[config.mk]
export PLATFORM = sky130hd
export DESIGN_NAME = obstacle_speed_governor_top
export DESIGN_NICKNAME = d
export VERILOG_FILES = /design/src/design/osg_pkg.sv /design/src/design/obstacle_speed_governor_top.sv
export SDC_FILE = /design/constraint.sdc
export NUM_CORES = 1
export LEC_CHECK = 0
export BUFFER_PORTS_ARGS = -buffer_cell sky130_fd_sc_hd__buf_2
export CORE_MARGIN = 4
export CORE_UTILIZATION = 57
export CTS_CLUSTER_SIZE = 10
export DETAILED_ROUTE_END_ITERATION = 6
export PLACE_DENSITY = 0.88
export SETUP_SLACK_MARGIN = 0.05
export SKIP_LAST_GASP = 1
export SLEW_MARGIN = 20
export SYNTH_ARGS = -nofsm -noshare
export SYNTH_HDL_FRONTEND = slang
export SYNTH_SLANG_ARGS = --single-unit
[constraint.sdc]
create_clock -name clk_i -period 8.7 [get_ports clk_i]
set_input_delay 1.305 -clock clk_i [delete_from_list [all_inputs] [get_ports clk_i]]
set_output_delay 1.305 -clock clk_i [all_outputs]
set_load 0.02 [all_outputs]
[src/design/osg_pkg.sv]
`timescale 1ns / 1ps

package osg_pkg;

  localparam int DIST_BITS  = 16;
  localparam int HOLD_TICKS = 150;

  localparam int NUM_SIDES = 4;
  localparam int NUM_REGS  = 8;
  localparam int SENSORS_PER_SIDE = 3;
  localparam int SLOT_BITS = 16;

  localparam logic [SLOT_BITS-1:0] DIST_MASK = SLOT_BITS'((33'd1 << DIST_BITS) - 33'd1);

  // side order inside the block: front, back, left, right
  localparam logic [1:0] SIDE_FRONT = 2'd0;
  localparam logic [1:0] SIDE_BACK  = 2'd1;
  localparam logic [1:0] SIDE_LEFT  = 2'd2;
  localparam logic [1:0] SIDE_RIGHT = 2'd3;

  localparam logic [1:0] LVL_CLEAR = 2'd0;
  localparam logic [1:0] LVL_LIMIT = 2'd1;
  localparam logic [1:0] LVL_STOP  = 2'd2;

  localparam logic [3:0] MASK_FRONT = 4'h1;
  localparam logic [3:0] MASK_RIGHT = 4'h2;
  localparam logic [3:0] MASK_BACK  = 4'h4;
  localparam logic [3:0] MASK_LEFT  = 4'h8;
  localparam logic [3:0] MASK_ALL   = 4'hF;

  // Q8.8 thresholds
  localparam logic signed [15:0] Q_HALF_TENTH = 16'sd12;
  localparam logic signed [15:0] Q_TENTH      = 16'sd25;
  localparam logic signed [15:0] Q_NEG_TENTH  = -16'sd25;
  localparam logic signed [15:0] Q_ONE        = 16'sd256;
  localparam logic signed [15:0] Q_NEG_ONE    = -16'sd256;

  localparam int CFG_INDEX_BITS = 4;

  typedef struct packed {
    logic [47:0]        front_distances;
    logic [47:0]        right_distances;
    logic [47:0]        back_distances;
    logic [47:0]        left_distances;
    logic signed [15:0] speed_x;
    logic signed [15:0] speed_y;
  } osg_in_t;

  typedef struct packed {
    logic signed [15:0] safe_speed_x;
    logic signed [15:0] safe_speed_y;
    logic [1:0]         level_front;
    logic [1:0]         level_back;
    logic [1:0]         level_left;
    logic [1:0]         level_right;
    logic [3:0]         sensor_mask;
  } osg_out_t;

endpackage

[src/design/obstacle_speed_governor_top.sv]
`timescale 1ns / 1ps

// Registered path: a request is captured in the input register, then moves into the result
// register once the output is free to take it.
// Throughput: one request per cycle while results are taken; a stalled result still lets the input register fill.
// Per-side level and hold counter advance once per request as it moves into the result register.
// Reset (async, active low) clears levels, hold counters, thresholds and all valid flags.
module obstacle_speed_governor_top
  import osg_pkg::*;
(
  input  logic                      clk_i,
  input  logic                      rst_ni,
  input  logic                      in_valid_i,
  output logic                      in_ready_o,
  input  osg_in_t                   in_data_i,
  output logic                      out_valid_o,
  input  logic                      out_ready_i,
  output osg_out_t                  out_data_o,
  input  logic                      cfg_valid_i,
  output logic                      cfg_ready_o,
  input  logic [CFG_INDEX_BITS-1:0] cfg_index_i,
  input  logic [15:0]               cfg_data_i
);

  logic [15:0] cfg_q [NUM_REGS];

  logic        s1_valid_q;
  osg_in_t     s1_data_q;
  logic        s1_advance;

  logic        out_valid_q;
  osg_out_t    out_data_q;

  logic [1:0]  lvl_q [NUM_SIDES];
  logic [1:0]  lvl_d [NUM_SIDES];
  logic [7:0]  cnt_q [NUM_SIDES];
  logic [7:0]  cnt_d [NUM_SIDES];

  logic [47:0] pack [NUM_SIDES];
  logic [NUM_SIDES-1:0] near, brake;

  logic signed [15:0] gov_x, gov_y;
  logic [3:0]  mask;
  logic [16:0] ax, ay;
  logic [17:0] abs_sum;

  assign cfg_ready_o = 1'b1;

  always_ff @(posedge clk_i or negedge rst_ni) begin
    if (!rst_ni) begin
      for (int i = 0; i < NUM_REGS; i++) cfg_q[i] <= '0;
    end else if (cfg_valid_i && cfg_index_i < CFG_INDEX_BITS'(NUM_REGS)) begin
      cfg_q[cfg_index_i[2:0]] <= cfg_data_i;
    end
  end

  assign s1_advance  = s1_valid_q && (!out_valid_q || out_ready_i);
  assign in_ready_o  = !s1_valid_q || s1_advance;
  assign out_valid_o = out_valid_q;
  assign out_data_o  = out_data_q;

  always_ff @(posedge clk_i or negedge rst_ni) begin
    if (!rst_ni) begin
      s1_valid_q <= 1'b0;
    end else if (in_ready_o) begin
      s1_valid_q <= in_valid_i;
    end
  end

  always_ff @(posedge clk_i) begin
    if (in_valid_i && in_ready_o) begin
      s1_data_q <= in_data_i;
    end
  end

  assign pack[SIDE_FRONT] = s1_data_q.front_distances;
  assign pack[SIDE_BACK]  = s1_data_q.back_distances;
  assign pack[SIDE_LEFT]  = s1_data_q.left_distances;
  assign pack[SIDE_RIGHT] = s1_data_q.right_distances;

  always_comb begin
    logic [15:0] d;
    d = '0;
    for (int s = 0; s < NUM_SIDES; s++) begin
      near[s]  = 1'b0;
      brake[s] = 1'b0;
      for (int k = 0; k < SENSORS_PER_SIDE; k++) begin
        d = pack[s][SLOT_BITS*k +: SLOT_BITS] & DIST_MASK;
        if (d < cfg_q[3'(s)]) near[s] = 1'b1;
        if (d < cfg_q[3'(NUM_SIDES + s)]) brake[s] = 1'b1;
      end
    end
  end

  // A counted tick either increments the hold counter or, once it has reached
  // HOLD_TICKS, drops the level by one and restarts it. Bad readings never clear it.
  always_comb begin
    logic       count;
    logic [1:0] lower;
    count = 1'b0;
    lower = LVL_CLEAR;
    for (int s = 0; s < NUM_SIDES; s++) begin
      lvl_d[s] = lvl_q[s];
      cnt_d[s] = cnt_q[s];
      count    = 1'b0;
      lower    = LVL_CLEAR;
      case (lvl_q[s])
        LVL_CLEAR: begin
          if (near[s]) lvl_d[s] = LVL_LIMIT;
        end
        LVL_LIMIT: begin
          if (brake[s]) begin
            lvl_d[s] = LVL_STOP;
          end else if (!near[s]) begin
            count = 1'b1;
            lower = LVL_CLEAR;
          end
        end
        LVL_STOP: begin
          if (!brake[s]) begin
            count = 1'b1;
            lower = LVL_LIMIT;
          end
        end
        default: ;
      endcase
      if (count) begin
        if (cnt_q[s] >= 8'(HOLD_TICKS)) begin
          lvl_d[s] = lower;
          cnt_d[s] = '0;
        end else begin
          cnt_d[s] = cnt_q[s] + 8'd1;
        end
      end
    end
  end

  always_ff @(posedge clk_i or negedge rst_ni) begin
    if (!rst_ni) begin
      for (int s = 0; s < NUM_SIDES; s++) begin
        lvl_q[s] <= LVL_CLEAR;
        cnt_q[s] <= '0;
      end
    end else if (s1_advance) begin
      for (int s = 0; s < NUM_SIDES; s++) begin
        lvl_q[s] <= lvl_d[s];
        cnt_q[s] <= cnt_d[s];
      end
    end
  end

  function automatic logic signed [15:0] govern(input logic signed [15:0] v,
                                                input logic [1:0] pos_lvl,
                                                input logic [1:0] neg_lvl);
    logic signed [15:0] r;
    r = v;
    if (v > Q_HALF_TENTH) begin
      if (pos_lvl == LVL_STOP) r = '0;
      else if (pos_lvl == LVL_LIMIT && v > Q_ONE) r = Q_ONE;
    end else begin
      if (neg_lvl == LVL_STOP) r = '0;
      else if (neg_lvl == LVL_LIMIT && v < Q_NEG_ONE) r = Q_NEG_ONE;
    end
    return r;
  endfunction

  assign gov_x = govern(s1_data_q.speed_x, lvl_d[SIDE_FRONT], lvl_d[SIDE_BACK]);
  assign gov_y = govern(s1_data_q.speed_y, lvl_d[SIDE_LEFT], lvl_d[SIDE_RIGHT]);

  assign ax = s1_data_q.speed_x[15] ? 17'(-{s1_data_q.speed_x[15], s1_data_q.speed_x})
                                    : {1'b0, s1_data_q.speed_x};
  assign ay = s1_data_q.speed_y[15] ? 17'(-{s1_data_q.speed_y[15], s1_data_q.speed_y})
                                    : {1'b0, s1_data_q.speed_y};
  assign abs_sum = {1'b0, ax} + {1'b0, ay};

  always_comb begin
    mask = '0;
    if (s1_data_q.speed_x > Q_TENTH) mask = mask | MASK_FRONT;
    else if (s1_data_q.speed_x < Q_NEG_TENTH) mask = mask | MASK_BACK;
    if (s1_data_q.speed_y > Q_TENTH) mask = mask | MASK_LEFT;
    else if (s1_data_q.speed_y < Q_NEG_TENTH) mask = mask | MASK_RIGHT;
    if (abs_sum <= 18'(Q_TENTH)) mask = MASK_ALL;
  end

  always_ff @(posedge clk_i or negedge rst_ni) begin
    if (!rst_ni) begin
      out_valid_q <= 1'b0;
    end else if (s1_advance) begin
      out_valid_q <= 1'b1;
    end else if (out_ready_i) begin
      out_valid_q <= 1'b0;
    end
  end

  always_ff @(posedge clk_i) begin
    if (s1_advance) begin
      out_data_q.safe_speed_x <= gov_x;
      out_data_q.safe_speed_y <= gov_y;
      out_data_q.level_front  <= lvl_d[SIDE_FRONT];
      out_data_q.level_back   <= lvl_d[SIDE_BACK];
      out_data_q.level_left   <= lvl_d[SIDE_LEFT];
      out_data_q.level_right  <= lvl_d[SIDE_RIGHT];
      out_data_q.sensor_mask  <= mask;
    end
  end

endmodule

======== After elaboration in Yosys (flattened, before gate mapping) ========
Index checks and enable logic that the tools add are counted.
word-level totals
  output and inout port bits .............. 47
  RAM bits ................................ 0
  bits in read-only memories .............. 0
  logic and storage cells ................. 173
  memories ................................ 0
  bits in latches ......................... 0
  bits in registers ....................... 438
  input bits .............................. 249
operators by class
  magnitude comparators ................... 30
  shift operators ......................... 0
  bitwise logic cells ..................... 1
  $add $sub $neg .......................... 7
  multipliers ............................. 0
  mux-type cells .......................... 65
  equality and inequality tests ........... 16
  reduce and logical (&&, ||, !) cells .... 22
  divide/modulo/power cells ............... 0
operators by type and width
  operator                                                                           count
  16-bit < comparator                                                                12
  16-bit 2-to-1 mux                                                                  11
  128-bit bitwise mux                                                                1
  16-bit demux with 3-bit select                                                     1
  2-bit 2-to-1 mux                                                                   18
  17-bit 2-to-1 mux                                                                  2
  17-bit negator                                                                     2
  8-bit by 1-bit adder with 8-bit output, second input constant                      4
  8-bit >= comparator, second input constant                                         4
  16-bit by 10-bit greater-than comparator with 1-bit output, second input constant  2
  16-bit by 5-bit greater-than comparator with 1-bit output, second input constant   2
  16-bit by 6-bit greater-than comparator with 1-bit output, second input constant   2
  16-bit by 6-bit < comparator with 1-bit output, second input constant              2
  16-bit by 9-bit < comparator with 1-bit output, second input constant              2
  8-bit 2-to-1 mux                                                                   4
  17-bit by 17-bit adder with 18-bit output                                          1
  18-bit by 5-bit less-or-equal comparator with 1-bit output, second input constant  1
  1-bit 2-to-1 mux                                                                   18
  2-bit by 1-bit equality test with 1-bit output, second input constant              8
  2-bit equality test, second input constant                                         8
  2-bit one-hot mux with 2 select lines                                              4
  1-bit logical AND                                                                  8
  2-bit zero test                                                                    4
  1-bit one-hot mux with 2 select lines                                              4
  10 further kinds                                                                   16

======== Logic depth before layout (Yosys ltp) ========
  word-level depth ........................ 13
  gate-level depth with buffers ........... 18
  mapped depth without buffers ............ 17

======== Least setup slack after synthesis ========
No wires, ideal clock.
  path kind ............................... input -> register
  start ................................... input out_ready_i
  end ..................................... register s1_data_q (netlist bit pack[0]) (enable)
  setup time .............................. 611 ps
  stages .................................. 2
  data arrival time ....................... 6698 ps
  path slack .............................. 1391 ps
  data required time ...................... 8089 ps
  path buffers ............................ 0
  cell sequence ........................... nand3b_1 and2_1
on the way
  word-level cells in the longest chain between the ends .. 4
RTL lines
  element               RTL line                           RTL
  from (decl)           obstacle_speed_governor_top.sv:17  input logic out_ready_i,
  1-bit logical OR      obstacle_speed_governor_top.sv:57  assign s1_advance = s1_valid_q && (!out_valid_q || out_ready_i);
  1-bit logical AND     obstacle_speed_governor_top.sv:57
  1-bit logical OR      obstacle_speed_governor_top.sv:58  assign in_ready_o = !s1_valid_q || s1_advance;
  1-bit logical AND     obstacle_speed_governor_top.sv:71  if (in_valid_i && in_ready_o) begin
  to (signal assigned)  obstacle_speed_governor_top.sv:72  s1_data_q <= in_data_i;
  to (decl)             obstacle_speed_governor_top.sv:28  osg_in_t s1_data_q;
Every way passes these cells.
A chain may end at the register's enable or synchronous reset.

======== Worst setup path in the final report ========
  start ................................... register s1_data_q[18] in the netlist's numbering
  end ..................................... register out_data_q (netlist bit out_data_o[3]), data pin
on the way
  word-level cells in the longest chain between the ends .. 5
RTL lines
  element                                                       RTL line                            RTL
  17-bit negator                                                obstacle_speed_governor_top.sv:170  assign ax = s1_data_q.speed_x[15] ? 17'(-{s1_data_q.speed_x[15], s1_data_q.speed_x})
  17-bit 2-to-1 mux *                                           obstacle_speed_governor_top.sv:170
  17-bit by 17-bit adder with 18-bit output *                   obstacle_speed_governor_top.sv:174  assign abs_sum = {1'b0, ax} + {1'b0, ay};
  18-bit by 5-bit less-or-equal comparator with 1-bit output *  obstacle_speed_governor_top.sv:182  if (abs_sum <= 18'(Q_TENTH)) mask = MASK_ALL;
  2-bit OR reduction (no line) *                                --
  to (decl)                                                     obstacle_speed_governor_top.sv:32   osg_out_t out_data_q;
Mark *: on every way between the ends. The rest lies on a longest branch, timed or not.

==> metrics <==
drt drc=0; die height=around 190 um; fill count=2,337; Area Overhead vs Synth=17.12%; final setup TNS=0 ns; WP data required=a little over 9 ns; Initial Util=approximately three fifths; I/O pin count=between 200 and 300; wire per inst=20.88 um; initial antenna violation count=18; clk_lat worst skew=0.57 ns; Reg clk slew, reported paths=around 0.06 ns; Post-synth EDFFs=approximately 270; Area contributors post-synth=edfxtp_1 42%, ha_1 14%, dfrtp_1 14%; final worst path period share=between 50% and 60%; Rows=66; Async S/R FF share, synth=about 28%; Gate power share=22.2%; area of the multi-input gates=just under 8000 um2; clock skew=around 0.017 ns; leakage=between 9 and 10 nW; vias in the first global route=roughly 14,000; CTS Hold Buffers Added=0; Tmin final=4.615 ns; layout cells sized above 1=20.69%; crit path kind=reg2reg; CTS max path bufs=3; Fmax=about 220 MHz; worst slew pin tran=approximately 1.1 ns; Critical Path Fanout Max=11; Seq cells post-synth=between 300 and 400; Fin. Hold Viols=0; Inserted Clock Buffers=between 40 and 50; register area=10,700 um2; core footprint=32,700 um2; Cell Pwr Density=between 200 and 250 nW/um2; global-route wire length before repair=roughly 75,000 um; setup violators final=0; final RePlAce weighted congestion=~0.9; Distinct cells, synth=71; Cell Area, Synth=19,000 um2; Crit. End Element=flop; Area after DPL=around 21,000 um2; max cap viols=0; vias per inst=5.924; Clock Power Share=33.6%; sequential power share=approximately 44%; Critical Path Slowest Stage Cell=ha_1; R2R setup slack=4.09 ns; Antenna Violating Nets Remaining=0; Setup Buffers After CTS=0; Resized Gates After CTS=0; CTS Root Cell=clkbuf_16; register area share after synthesis=56.32%; TritonRoute pass-1 iters=5; final instance area=22,250 um2; GRT Resource Usage Total=between 20% and 30%; die area=between 30,000 and 40,000 um2; Min-Delay Path Class=reg2reg; Worst VDD drop=0.2400 mV; Syn Inst Count=about 1,600; die width=190.6 um; status=completed; final core occ=between 60% and 70%; maximum number of pins on one net before global-route repair=between 150 and 200; slowest cell delay on critical path=~0.5 ns; area leader, netlist=edfxtp_1; Net Sw Frac=a little under 30%; Synth Flop Type=edfxtp_1; CP startpoint kind=flop; RSZ-0062 raised after global routing=false; Vias=approximately 14,000; post-synth top area share=approximately 42%; NumNets Final=approximately 2,300; TritonCTS clock tree=yes; Rel. slew slack=28.61%; 1st-iter DRT viols=between 1,000 and 1,500; final max-slew violation count=0; cell-internal power=roughly 3.5 mW; DP Wirelength=approximately 36,000 um; yosys warns=0; Avg Inst Size Synth=approximately 12 um2; # clock sinks=around 370; Final Power=~5 mW; CTS HTree Levels=2; routed wire length=between 40,000 and 50,000 um; gr ovfl total=0; crit-path cells=or3_1, or3_1, or4_1, or4_4, o31ai_4, xnor2_1, ha_1, nor3b_1, a2111o_1, nor4_1, nand3_1, nor4_1, nand4_1, nand2_1; IO Port Bufs=between 200 and 300; Sw Pwr=around 1.5 mW; worst path arrival time=approximately 5.0 ns
[registers in the layout, summed over array words and instances, names as in the netlist]
name	cells
out_valid_o	1
cnt_q	32
cfg_q	64
lvl_q	8
s1_data_q	32
pack	192
s1_valid_q	1
out_data_o	44
[layout make-up]
| class | instances | share of cell area [%] |
|---|---|---|
| timing repair buffer | 300 | 6.882 |
| clock inverter | 4 | 0.2418 |
| multi-input combinational | 1052 | 35.04 |
| inverter | 87 | 1.467 |
| sequential | 374 | 48.08 |
| clock buffer | 78 | 5.662 |
| antenna | 12 | 0.1349 |
| tap | 442 | 2.485 |
[worst paths after layout]
kind / endpoint / depth (start not counted) / startpoint
min: out_valid_o / 1 / s1_valid_q
min reg2reg: out_valid_o / 1 / s1_valid_q
max in group asynchronous: cfg_q[122] / 2 / rst_ni
max reg2reg: out_data_o[3] / 14 / s1_data_q[18]
max: out_data_o[3] / 14 / s1_data_q[18]
min in group asynchronous: lvl_q[0] / 1 / rst_ni
[routing by layer]
metal  vias up  global-route usage, %  share of wire, %
met3       159                  5.969               8.0
li1       6487                      -                 -
met4        16                  12.10               4.7
met2       620                  45.91                49
met5         -                      0              0.23
met1      6634                  31.94                38
[worst max-delay path: cells and delay by family, from the launching register on]
kind	cells	cell delay [ns]
xor gates and xnor gates	1	0.10
adders and majority gates	1	0.51
DFF	1	0.49
AOI/OAI and AO/OA	2	0.58
and+or+nand+nor	10	2.79
[cell usage after synthesis, drive strengths merged (5+ instances only)]
cell,count
nor3b,11
clkbuf,43
o211ai,11
mux2,35
o22ai,5
o41ai,7
a21o,38
o31ai,24
xnor2,28
a221oi,5
and3,17
nand3b,5
edfxtp,268
a31oi,12
and3b,6
buf,5
nand4,31
and4,5
nand3,27
nor4,6
a21oi,84
inv,87
a211oi,11
nor2b,13
nor2,67
and2,16
a211o,6
o21a,21
o21ai,126
ha,213
or3,6
nor3,18
nand2,113
dfrtp,106
nand2b,26
or4,7
[per-stage QoR]
| step | setup slack [ns] | cells | hold slack, ns |
|---|---|---|---|
| global route | 3.943 | 2346 | 0.5117 |
| floorplan | 1.391 | 1561 | 0.4569 |
| finish | 4.085 | 2349 | 0.4946 |
| detailed placement | 4.185 | 2255 | 0.4739 |
| global placement | 4.243 | 2255 | 0.4667 |
| CTS | 4.172 | 2337 | 0.4944 |
[power by group through the flow]
stage | Sequential (mW) | Combinational, mW | Clock [mW]
global route | 2.24 | 1.26 | 1.80
global placement | 2.24 | 1.03 | 0
CTS | 2.22 | 1.12 | 1.72
finish | 2.23 | 1.12 | 1.70
floorplan | 2.25 | 0.732 | 0
detailed placement | 2.26 | 1.09 | 0
[kinds of logic after synthesis]
logic type               after synthesis  share of synthesized area [%]
AO/OA/AOI/OAI                        382                          12.70
XOR/XNOR                              30                          1.383
adder cells (fa/ha/maj)              214                          14.13
buffers and inverters                135                          2.726
flip-flops                           374                          56.32
multiplexers                          39                          2.285
other                                  2                        0.03952
AND/OR/NAND/NOR                      384                          10.42
[cell usage in the layout, fill, tap and decap left out, types with 6 or more instances in the layout]
master	count
a211o_1	6
a211oi_1	11
a21o_1	38
a21oi_1	83
a31oi_1	12
and2_1	15
and3_1	17
and3b_1	6
buf_2	293
buf_4	6
clkbuf_1	32
clkbuf_16	45
dfrtp_1	106
diode_2	12
edfxtp_1	268
ha_1	213
inv_1	86
mux2_2	35
nand2_1	113
nand2b_1	26
nand3_1	27
nand4_1	31
nor2_1	67
nor2b_1	13
nor3_1	17
nor3b_1	10
nor4_1	6
o211ai_1	11
o21a_1	21
o21ai_0	124
o31ai_1	23
o41ai_1	7
or3_1	6
or4_1	6
xnor2_1	28
(Power assumes the default switching activity.)
